File: src/rtl/core/svpwm_pkg.sv
`timescale 1ns / 1ps

package svpwm_pkg;

  // default widths of the angle and of the duty fraction
  localparam int unsigned ANGLE_BITS_DEF = 16;
  localparam int unsigned COUNT_BITS_DEF = 16;

  // pipeline depths
  localparam int unsigned CORDIC_STEPS = 24;
  localparam int unsigned SQRT_STEPS   = 24;
  localparam int unsigned DIV_STEPS    = 32;
  localparam int unsigned QUEUE_DEPTH  = 2;

  // index path: radicand, root steps, divide steps, clamp
  localparam int unsigned LAT_INDEX = 1 + SQRT_STEPS + DIV_STEPS + 1;
  // angle path: setup, vectoring steps, sector split, reciprocal multiply
  localparam int unsigned LAT_ANGLE = 1 + CORDIC_STEPS + 2;

  // datapath widths
  localparam int unsigned ATAN_W = 41;
  localparam int unsigned SINE_W = 33;
  localparam int unsigned T_W    = 36;

  // fixed-point constants
  localparam logic [16:0]          M_LIMIT      = 17'd37814;
  localparam logic signed [T_W-1:0] ONE_Q30     = 36'sd1073741824;
  localparam logic signed [31:0]   SQRT3_Q30    = 32'sd1859775394;
  localparam logic signed [SINE_W-1:0] CORDIC_K_Q30 = 33'sd652032874;
  localparam logic [29:0]          SIXTY_DEG    = 30'd715827882;
  localparam logic [31:0]          QUARTER_TURN = 32'h4000_0000;
  localparam logic [31:0]          HALF_TURN    = 32'h8000_0000;
  localparam logic [32:0]          RECIP_3      = 33'h0_AAAA_AAAB;

  // register reset values and register indexes
  localparam logic [14:0] SUPPLY_RST = 15'd3072;
  localparam logic [15:0] PERIOD_RST = 16'd300;
  localparam logic [1:0]  CFG_SUPPLY = 2'd0;
  localparam logic [1:0]  CFG_PERIOD = 2'd1;

  // sector codes
  localparam logic [2:0] SECTOR_1 = 3'd1;
  localparam logic [2:0] SECTOR_2 = 3'd2;
  localparam logic [2:0] SECTOR_3 = 3'd3;
  localparam logic [2:0] SECTOR_4 = 3'd4;
  localparam logic [2:0] SECTOR_5 = 3'd5;
  localparam logic [2:0] SECTOR_6 = 3'd6;

  // arctangent of 2^-i as turn fraction, 2^32 = one turn
  localparam logic [31:0] ARC_TAB [CORDIC_STEPS] = '{
    32'h20000000, 32'h12E4051E, 32'h09FB385B, 32'h051111D4,
    32'h028B0D43, 32'h0145D7E1, 32'h00A2F61E, 32'h00517C55,
    32'h0028BE53, 32'h00145F2F, 32'h000A2F98, 32'h000517CC,
    32'h00028BE6, 32'h000145F3, 32'h0000A2FA, 32'h0000517D,
    32'h000028BE, 32'h0000145F, 32'h00000A30, 32'h00000518,
    32'h0000028C, 32'h00000146, 32'h000000A3, 32'h00000051
  };

  // one classified vector between front and back
  typedef struct packed {
    logic signed [15:0] volt_q;
    logic signed [15:0] volt_d;
    logic [15:0]        elec_angle;
    logic               mag_path;
    logic [30:0]        q_sq;
    logic [30:0]        d_sq;
  } svpwm_item_t;

endpackage

File: src/rtl/core/svpwm_front.sv
`timescale 1ns / 1ps

module svpwm_front import svpwm_pkg::*; (
  input  logic               clk_i,
  input  logic               rst_ni,
  input  logic               start,
  output logic               busy,
  input  logic signed [15:0] volt_q_i,
  input  logic signed [15:0] volt_d_i,
  input  logic [15:0]        elec_angle_i,
  input  logic               queue_full_i,
  output logic               push_o,
  output svpwm_item_t        item_o
);

  logic        item_valid_q, item_valid_d;
  svpwm_item_t item_q;
  logic        accept;
  logic signed [31:0] q_sq_full, d_sq_full;

  // transaction handshake toward the queue
  assign busy   = item_valid_q && queue_full_i;
  assign push_o = item_valid_q && !queue_full_i;
  assign accept = start && !busy;
  assign item_o = item_q;

  always_comb begin
    item_valid_d = item_valid_q;
    if (accept) begin
      item_valid_d = 1'b1;
    end else if (push_o) begin
      item_valid_d = 1'b0;
    end
  end

  always_ff @(posedge clk_i or negedge rst_ni) begin
    if (!rst_ni) begin
      item_valid_q <= 1'b0;
    end else begin
      item_valid_q <= item_valid_d;
    end
  end

  // squares for the magnitude and path selection
  assign q_sq_full = volt_q_i * volt_q_i;
  assign d_sq_full = volt_d_i * volt_d_i;

  always_ff @(posedge clk_i) begin
    if (accept) begin
      item_q.volt_q     <= volt_q_i;
      item_q.volt_d     <= volt_d_i;
      item_q.elec_angle <= elec_angle_i;
      item_q.mag_path   <= (volt_d_i != 16'sd0);
      item_q.q_sq       <= q_sq_full[30:0];
      item_q.d_sq       <= d_sq_full[30:0];
    end
  end

endmodule

File: config.mk
export PLATFORM = sky130hd
export DESIGN_NAME = svpwm_front
export DESIGN_NICKNAME = d
export VERILOG_FILES = /design/src/rtl/core/svpwm_pkg.sv /design/src/rtl/core/svpwm_front.sv
export SDC_FILE = /design/constraint.sdc
export NUM_CORES = 1
export LEC_CHECK = 0
export BUFFER_PORTS_ARGS = -buffer_cell sky130_fd_sc_hd__clkbuf_2
export CAP_MARGIN = 25
export CORE_MARGIN = 1
export CORE_UTILIZATION = 30
export CTS_CLUSTER_SIZE = 12
export DETAILED_ROUTE_END_ITERATION = 10
export PLACE_DENSITY = 0.59
export SYNTH_ARGS = -nofsm -noshare
export SYNTH_HDL_FRONTEND = slang
export SYNTH_SLANG_ARGS = --single-unit
export TNS_END_PERCENT = 30
File: constraint.sdc
create_clock -name clk_i -period 5.5 [get_ports clk_i]
set_input_delay 1.375 -clock clk_i [delete_from_list [all_inputs] [get_ports clk_i]]
set_output_delay 1.375 -clock clk_i [all_outputs]
set_load 0.01 [all_outputs]
==> results.json <==
{
  "status": "finished, violations left",
  "violations": "setup timing",
  "synth_cells": 2094,
  "fin_cells": 3599,
  "mostFrequentLayoutCells": "inv_1, fa_1, buf_4",
  "drive_gt1_frac": 0.316,
  "cts_buffers": 9,
  "diodes": 0,
  "coreArea_um2": 68900,
  "worstHoldPathType": "reg -> reg",
  "worstSetupPathType": "in -> reg",
  "holdPathStages": 2,
  "vias_per_cell": 4.24,
  "die_w_um": 267,
  "end_kind": "register",
  "rr_startpoint": "item_valid_q$_DFFE_PN0P_",
  "root_buffer": "clkbuf_16",
  "syn_area_um2": 21000,
  "synth-seq-cells": 108,
  "clockBufferDepth": 2,
  "drtIter0Drc": 565,
  "fin_util": 0.403,
  "routedWlPerCell_um": 14.0,
  "nets": 3345,
  "ioPinCount": 165,
  "ant_nets": 0,
  "slew_viol_final": 0,
  "die_area_um2": 71100,
  "min_from": "item_valid_q$_DFFE_PN0P_",
  "synth.distinct_cells": 69,
  "synth_edf_count": 107,
  "layout.cells.most_common": "inv_1",
  "area_delta_synth_final_pct": 32.3,
  "slew_headroom": 0.548,
  "reg2regPathDepth": 3,
  "fin_ws_ns": -1.22,
  "clk_pin_slew_worst_paths_ns": 0.09,
  "hold_violations": 0,
  "max_freq_mhz": 149,
  "syn_avg_cell_area_um2": 10.0,
  "multiInputGateArea_um2": 16000,
  "register_area_um2": 3240,
  "dr.pass1.iters": 5,
  "finalSetupViolations": 43,
  "min_to": "item_valid_q$_DFFE_PN0P_",
  "fillCellCount": 6844,
  "track_usage": 0.152,
  "arrival_ns": 6.87,
  "cts_tree": "yes",
  "cp.required_ns": 5.65,
  "htreeDepth": 3,
  "worstPathMaxFanout": 7,
  "clk_latency_ns": 0.40,
  "startpoint_type": "primary input",
  "dp_cells": 3537,
  "grt_max_degree": 107,
  "tightest_slew_ns": 0.678,
  "wl_mm": 50.4,
  "synth_ff_type": "edfxtp_1",
  "initial_utilization": 0.305,
  "rrSetupSlack_ns": 3.84,
  "yosys_warnings": 0,
  "place_congestion": 0.865,
  "vias": 15247,
  "cap_violations": 0,
  "grt_pass1_vias": 16693,
  "cts_num_sinks": 108,
  "port_buffers": 162,
  "num_rows": 96,
  "ys_seq_area_frac": 0.154,
  "min_period_ns": 6.72,
  "synthArstFlopShare": 0.00926,
  "drc": 0,
  "rsz0062_at_grt": "yes",
  "hpwl_mm": 42.4,
  "reg2reg_to": "item_o[22]$_DFFE_PP_",
  "gr-total-overflow": 0,
  "grt_pass1_wl_mm": 84.0,
  "antenna_found_initial": 0,
  "die_height_um": 267,
  "fin_crit_sh": 1.22,
  "skew_ns": 0.0137
}
routing by layer:
metal	vias up	routed length (um)	GRT usage
met3	30	1530	0.0197
met2	189	25200	0.260
li1	7360	-	-
met4	0	684	0.0351
met5	-	0	0
met1	7668	22900	0.202
final cells by class:
type / count / share of cell area
Multi-Input combinational cell: 1284 / 0.576
Timing Repair Buffer: 614 / 0.166
Sequential cell: 108 / 0.117
Inverter: 646 / 0.0883
Tap cell: 931 / 0.0419
Clock buffer: 9 / 0.00810
Clock inverter: 7 / 0.00288
what timing repair did:
action                     CTS  global route
cloned                       1             0
resized for setup          123           108
buffers inserted            23            24
pin swaps                   65            96
hold buffers                 0             0
setup endpoints to repair   44            45
registers in the layout, indices dropped and copies added, names as in the netlist:
name,count
item_valid_q,1
item_o,107
synthesized netlist by cell type (all sizes together) (18+ instances only):
library cell | instances | area share
a21o | 31 | 0.011
clkbuf | 49 | 0.0088
xnor2 | 59 | 0.025
nand2 | 163 | 0.029
edfxtp | 107 | 0.15
ha | 173 | 0.10
and2 | 68 | 0.020
inv | 644 | 0.12
xor2 | 18 | 0.0075
o21ai | 19 | 0.0051
nor2 | 88 | 0.016
a21oi | 52 | 0.013
fa | 457 | 0.44
how the worst max path moves through the flow:
stage	from	to	cells after the start
floorplan	volt_q_i[1]	item_o[61]$_DFFE_PP_	22
global placement	volt_q_i[6]	item_o[54]$_DFFE_PP_	22
detailed placement	volt_q_i[9]	item_o[61]$_DFFE_PP_	19
CTS	volt_q_i[1]	item_o[61]$_DFFE_PP_	21
global route	volt_q_i[2]	item_o[61]$_DFFE_PP_	21
finish	volt_q_i[9]	item_o[61]$_DFFE_PP_	22
cells by family (layout without fill, tap and decap cells):
family	after synthesis	after routing	share of synthesized area
compound gates	163	163	0.0550
xor+xnor	77	77	0.0321
buf+inv	703	1276	0.126
flops	108	108	0.154
other cells	1	2	0.000179
mux	2	2	0.00107
fa+ha+maj	630	630	0.539
simple gates	410	410	0.0923
metrics by stage:
step,hold WS [ns],setup TNS (ns),cell area (um2),worst slack (ns)
6_report,0.691,-31.40,27800,-1.22
5_1_grt,0.700,-39.87,27800,-1.47
4_1_cts,0.688,-31.58,27300,-1.17
3_5_place_dp,0.674,-57.21,26200,-1.71
3_3_place_gp,0.664,-55.40,26200,-1.68
2_1_floorplan,0.668,-34.47,21400,-1.41
critical path, cell delays in order:
cell      delay [ns]
buf_2           0.13
buf_12          0.12
buf_4           0.15
nand2_1         0.08
fa_1            0.54
inv_1           0.07
fa_1            0.47
fa_1            0.59
fa_1            0.43
fa_1            0.49
inv_1           0.05
fa_1            0.47
inv_1           0.04
ha_1            0.27
a21o_1          0.21
a221oi_2        0.25
o21ai_2         0.11
o21a_1          0.21
a311o_1         0.36
a31o_1          0.24
a21oi_2         0.13
xnor2_1         0.07
Power is left out: the tool's default activity adds up to more than one toggle a clock period on the data nets, which glitch-free logic cannot reach.
