### config.mk
export PLATFORM = sky130hd
export DESIGN_NAME = svpwm_queue
export DESIGN_NICKNAME = d
export VERILOG_FILES = /design/src/rtl/core/svpwm_pkg.sv /design/src/rtl/core/svpwm_queue.sv
export SDC_FILE = /design/constraint.sdc
export NUM_CORES = 1
export LEC_CHECK = 0
export BUFFER_PORTS_ARGS = -buffer_cell sky130_fd_sc_hd__buf_4
export CAP_MARGIN = 10
export CORE_MARGIN = 3
export CORE_UTILIZATION = 52
export DETAILED_ROUTE_END_ITERATION = 8
export PLACE_DENSITY = 0.85
export SKIP_CTS_REPAIR_TIMING = 1
export SKIP_LAST_GASP = 1
export SLEW_MARGIN = 25
export SYNTH_ARGS = -nofsm -noshare
export SYNTH_HDL_FRONTEND = slang
export SYNTH_SLANG_ARGS = --single-unit
### constraint.sdc
create_clock -name clk_i -period 8 [get_ports clk_i]
set_input_delay 1.2 -clock clk_i [delete_from_list [all_inputs] [get_ports clk_i]]
set_output_delay 1.2 -clock clk_i [all_outputs]
set_load 0.1 [all_outputs]
### src/rtl/core/svpwm_pkg.sv
`timescale 1ns / 1ps

package svpwm_pkg;

  // default widths of the angle and of the duty fraction
  localparam int unsigned ANGLE_BITS_DEF = 16;
  localparam int unsigned COUNT_BITS_DEF = 16;

  // pipeline depths
  localparam int unsigned CORDIC_STEPS = 24;
  localparam int unsigned SQRT_STEPS   = 24;
  localparam int unsigned DIV_STEPS    = 32;
  localparam int unsigned QUEUE_DEPTH  = 2;

  // index path: radicand, root steps, divide steps, clamp
  localparam int unsigned LAT_INDEX = 1 + SQRT_STEPS + DIV_STEPS + 1;
  // angle path: setup, vectoring steps, sector split, reciprocal multiply
  localparam int unsigned LAT_ANGLE = 1 + CORDIC_STEPS + 2;

  // datapath widths
  localparam int unsigned ATAN_W = 41;
  localparam int unsigned SINE_W = 33;
  localparam int unsigned T_W    = 36;

  // fixed-point constants
  localparam logic [16:0]          M_LIMIT      = 17'd37814;
  localparam logic signed [T_W-1:0] ONE_Q30     = 36'sd1073741824;
  localparam logic signed [31:0]   SQRT3_Q30    = 32'sd1859775394;
  localparam logic signed [SINE_W-1:0] CORDIC_K_Q30 = 33'sd652032874;
  localparam logic [29:0]          SIXTY_DEG    = 30'd715827882;
  localparam logic [31:0]          QUARTER_TURN = 32'h4000_0000;
  localparam logic [31:0]          HALF_TURN    = 32'h8000_0000;
  localparam logic [32:0]          RECIP_3      = 33'h0_AAAA_AAAB;

  // register reset values and register indexes
  localparam logic [14:0] SUPPLY_RST = 15'd3072;
  localparam logic [15:0] PERIOD_RST = 16'd300;
  localparam logic [1:0]  CFG_SUPPLY = 2'd0;
  localparam logic [1:0]  CFG_PERIOD = 2'd1;

  // sector codes
  localparam logic [2:0] SECTOR_1 = 3'd1;
  localparam logic [2:0] SECTOR_2 = 3'd2;
  localparam logic [2:0] SECTOR_3 = 3'd3;
  localparam logic [2:0] SECTOR_4 = 3'd4;
  localparam logic [2:0] SECTOR_5 = 3'd5;
  localparam logic [2:0] SECTOR_6 = 3'd6;

  // arctangent of 2^-i as turn fraction, 2^32 = one turn
  localparam logic [31:0] ARC_TAB [CORDIC_STEPS] = '{
    32'h20000000, 32'h12E4051E, 32'h09FB385B, 32'h051111D4,
    32'h028B0D43, 32'h0145D7E1, 32'h00A2F61E, 32'h00517C55,
    32'h0028BE53, 32'h00145F2F, 32'h000A2F98, 32'h000517CC,
    32'h00028BE6, 32'h000145F3, 32'h0000A2FA, 32'h0000517D,
    32'h000028BE, 32'h0000145F, 32'h00000A30, 32'h00000518,
    32'h0000028C, 32'h00000146, 32'h000000A3, 32'h00000051
  };

  // one classified vector between front and back
  typedef struct packed {
    logic signed [15:0] volt_q;
    logic signed [15:0] volt_d;
    logic [15:0]        elec_angle;
    logic               mag_path;
    logic [30:0]        q_sq;
    logic [30:0]        d_sq;
  } svpwm_item_t;

endpackage

### src/rtl/core/svpwm_queue.sv
`timescale 1ns / 1ps

module svpwm_queue import svpwm_pkg::*; (
  input  logic        clk_i,
  input  logic        rst_ni,
  input  logic        push_i,
  input  svpwm_item_t item_i,
  output logic        full_o,
  output logic        valid_o,
  output svpwm_item_t item_o
);

  localparam int unsigned PTR_W = $clog2(QUEUE_DEPTH);
  localparam int unsigned CNT_W = $clog2(QUEUE_DEPTH + 1);

  svpwm_item_t       mem_q [QUEUE_DEPTH];
  logic [PTR_W-1:0]  wr_ptr_q, rd_ptr_q;
  logic [CNT_W-1:0]  count_q, count_d;
  logic              pop;

  // the back end takes an entry every cycle one is present
  assign pop     = (count_q != '0);
  assign valid_o = pop;
  assign full_o  = (count_q == CNT_W'(QUEUE_DEPTH));
  assign item_o  = mem_q[rd_ptr_q];

  always_comb begin
    count_d = count_q;
    if (push_i && !pop) begin
      count_d = count_q + CNT_W'(1);
    end else if (!push_i && pop) begin
      count_d = count_q - CNT_W'(1);
    end
  end

  always_ff @(posedge clk_i or negedge rst_ni) begin
    if (!rst_ni) begin
      wr_ptr_q <= '0;
      rd_ptr_q <= '0;
      count_q  <= '0;
    end else begin
      count_q <= count_d;
      if (push_i) begin
        wr_ptr_q <= wr_ptr_q + PTR_W'(1);
      end
      if (pop) begin
        rd_ptr_q <= rd_ptr_q + PTR_W'(1);
      end
    end
  end

  // entry storage
  always_ff @(posedge clk_i) begin
    if (push_i) begin
      mem_q[wr_ptr_q] <= item_i;
    end
  end

endmodule

==> results.sh <==
export IMPL_hold_viol_final=0
export IMPL_timing_rr_end="mem_q[1][42]"
export IMPL_viasPerCell=5.07
export IMPL_antenna_left=0
export IMPL_die_height_um=132
export IMPL_seq_area_frac_synth=0.824
export IMPL_synth_edf_count=222
export IMPL_dieWidth_um=132
export IMPL_maxSlewViolCount=0
export IMPL_routed_via_count=4217
export IMPL_layout_min_cycle_time_ns=4.09
export IMPL_worst_endpoint_arrival_ns=2.89
export IMPL_synth_largest_area_cell="edfxtp_1"
export IMPL_num_io_pins=227
export IMPL_period_share=0.512
export IMPL_num_nets_final=719
export IMPL_syn_nets=476
export IMPL_drv_cap=0
export IMPL_area_share_of_the_largest_cell_type_after_synthesis=0.811
export IMPL_grt_usage=0.178
export IMPL_async_reset_ff_frac=0.0177
export IMPL_num_antenna_cells=0
export IMPL_critical_path_startpoint_type="register"
export IMPL_critical_path_max_fanout=65
export IMPL_post_synth_top_count_cell="edfxtp_1"
export IMPL_h_tree_depth=1
export IMPL_status="completed"
export IMPL_fin_hold_ws_ns=0.496
export IMPL_syn_inst=361
export IMPL_drcViolationCount=0
export IMPL_fp_dieArea_um2=17300
export IMPL_wl_per_cell_um=18.9
export IMPL_synth_top_cells_by_area="edfxtp_1 (81%), mux2_2 (15%), dfrtp_1 (1.2%)"
export IMPL_clock_sinks=226
export IMPL_layout_drive_gt1_share=0.611
export IMPL_first_pass_iters=4
export IMPL_reg2reg_setup_slack_ns=5.79
export IMPL_synthDistinctLibCells=13
export IMPL_yosys_register_bits=226
export IMPL_r2r_cells=2
export IMPL_fin_setup_tns_ns=0
export IMPL_place_detailed_hpwl_um=10400
export IMPL_worstSetupPathType="register to primary output"
export IMPL_grt_pass1_vias=4593
export IMPL_grt_first_pass_wirelength_um=24600
export IMPL_crit_path_end_kind="primary output"
export IMPL_pin_count_of_the_biggest_net_entering_global_routing=66
export IMPL_postSynthAreaPerCell_um2=22.8
export IMPL_yosys_top_cells_count="edfxtp_1 (222), mux2_2 (111), buf_6 (8)"
export IMPL_post_route_util=0.710
export IMPL_clk_root_buffer_cell="clkbuf_16"
export IMPL_design_core_area_um2=15300
export IMPL_hp_class="primary input to asynchronous set/reset pin"
export IMPL_rows=45
export IMPL_cts_tree="yes"
export IMPL_reg2reg_start="wr_ptr_q"
export IMPL_crit_required_ns=6.80
export IMPL_yosys_warnings=0
export IMPL_unrepaired_setup_endpoints_after_global_routing="no"
export IMPL_clkSlewWorstSetupHoldPaths_ns=0.06
export IMPL_number_of_antenna_violations_at_the_first_check_in_global_routing=0
export IMPL_cts_made_buffers=23
export IMPL_starting_density_of_the_core=0.536
export IMPL_globalRouteOverflowTotal=0
export IMPL_area_delta_synth_final_pct=32.4
export IMPL_numPortBuffers=226
export IMPL_clock_skew_ns=0.00558
export IMPL_slew_limit_headroom=0.394
export IMPL_clk_insertion_delay_late_ns=0.49
export IMPL_top_reg_cell_synth="edfxtp_1"
export IMPL_gp_congestion=0.783
export IMPL_clk_path_buf_depth=3
export IMPL_clock_fmax_mhz=244
export IMPL_worst_pin_slew_ns=0.909
export IMPL_cell_area_after_technology_mapping_um2=8220
export IMPL_detailedRoute_firstIterationViolations=239
export IMPL_setup_violations_final=0
export IMPL_routed_wirelength_um=15700
-- per-stage QoR --
step | instance area [um2] | std cells | setup slack [ns]
finish | 10900 | 831 | 3.91
global placement | 10100 | 790 | 4.44
CTS | 10900 | 831 | 3.86
global route | 10900 | 831 | 3.78
detailed placement | 10100 | 790 | 4.43
floorplan | 8220 | 361 | 1.38
-- critical path: stages, from the launching register on --
cell,delay (ns)
dfrtp_4,0.83
buf_4,0.75
mux2_2,0.44
buf_4,0.24
-- sequential cells by signal, indices dropped and copies added, names as in the netlist --
name / cells
rd_ptr_q: 1
wr_ptr_q: 1
mem_q: 222
count_q: 2
-- logic make-up after synthesis --
| family | after synthesis | synth area share |
|---|---|---|
| DFF | 226 | 0.824 |
| adders and majority gates | 1 | 0.00152 |
| muxes | 111 | 0.152 |
| buffers and inverters | 13 | 0.0142 |
| and+or+nand+nor | 5 | 0.00320 |
| xor gates and xnor gates | 5 | 0.00533 |
-- per-layer routing --
metal  up-vias  routed length [um]  track usage
met5         -                   0            0
met4         0                 450       0.0607
met3        41                1160       0.0505
met2       180                7780        0.299
met1      2074                6310        0.224
li1       1922                   -            -
-- layout by cell type (no fill, tap or decap) --
master | synthesis | routed
and2_4 | 0 | 1
buf_4 | 1 | 230
bufinv_16 | 0 | 3
clkbuf_1 | 0 | 4
clkbuf_16 | 0 | 23
clkbuf_8 | 0 | 4
clkinv_1 | 0 | 2
clkinv_2 | 0 | 4
clkinvlp_4 | 0 | 1
dfrtp_1 | 4 | 3
dfrtp_4 | 0 | 1
edfxtp_1 | 222 | 222
ha_1 | 1 | 1
inv_1 | 1 | 1
mux2_2 | 111 | 111
nor2_1 | 2 | 2
nor2b_1 | 2 | 1
nor2b_4 | 0 | 1
xnor2_1 | 2 | 2
xor2_1 | 3 | 3
-- area by class of cell --
cell class,count,area [um2]
Clock buffer,31,646
Clock inverter,10,125
Fill cell,951,4440
Inverter,1,3.75
Multi-Input combinational cell,122,1340
Sequential cell,226,6770
Tap cell,211,264
Timing Repair Buffer,230,1730
-- worst max-delay path by stage --
stage | start | to | cells after the start
2_1_floorplan | push_i | mem_q[0][0] | 1
3_3_place_gp | rd_ptr_q | item_o[79] | 3
3_5_place_dp | rd_ptr_q | item_o[79] | 3
4_1_cts | rd_ptr_q | item_o[79] | 3
5_1_grt | rd_ptr_q | item_o[79] | 3
6_report | rd_ptr_q | item_o[74] | 3
Power is not shown: default switching activity piles up to over one toggle a cycle in this logic, so the estimate is an artifact.
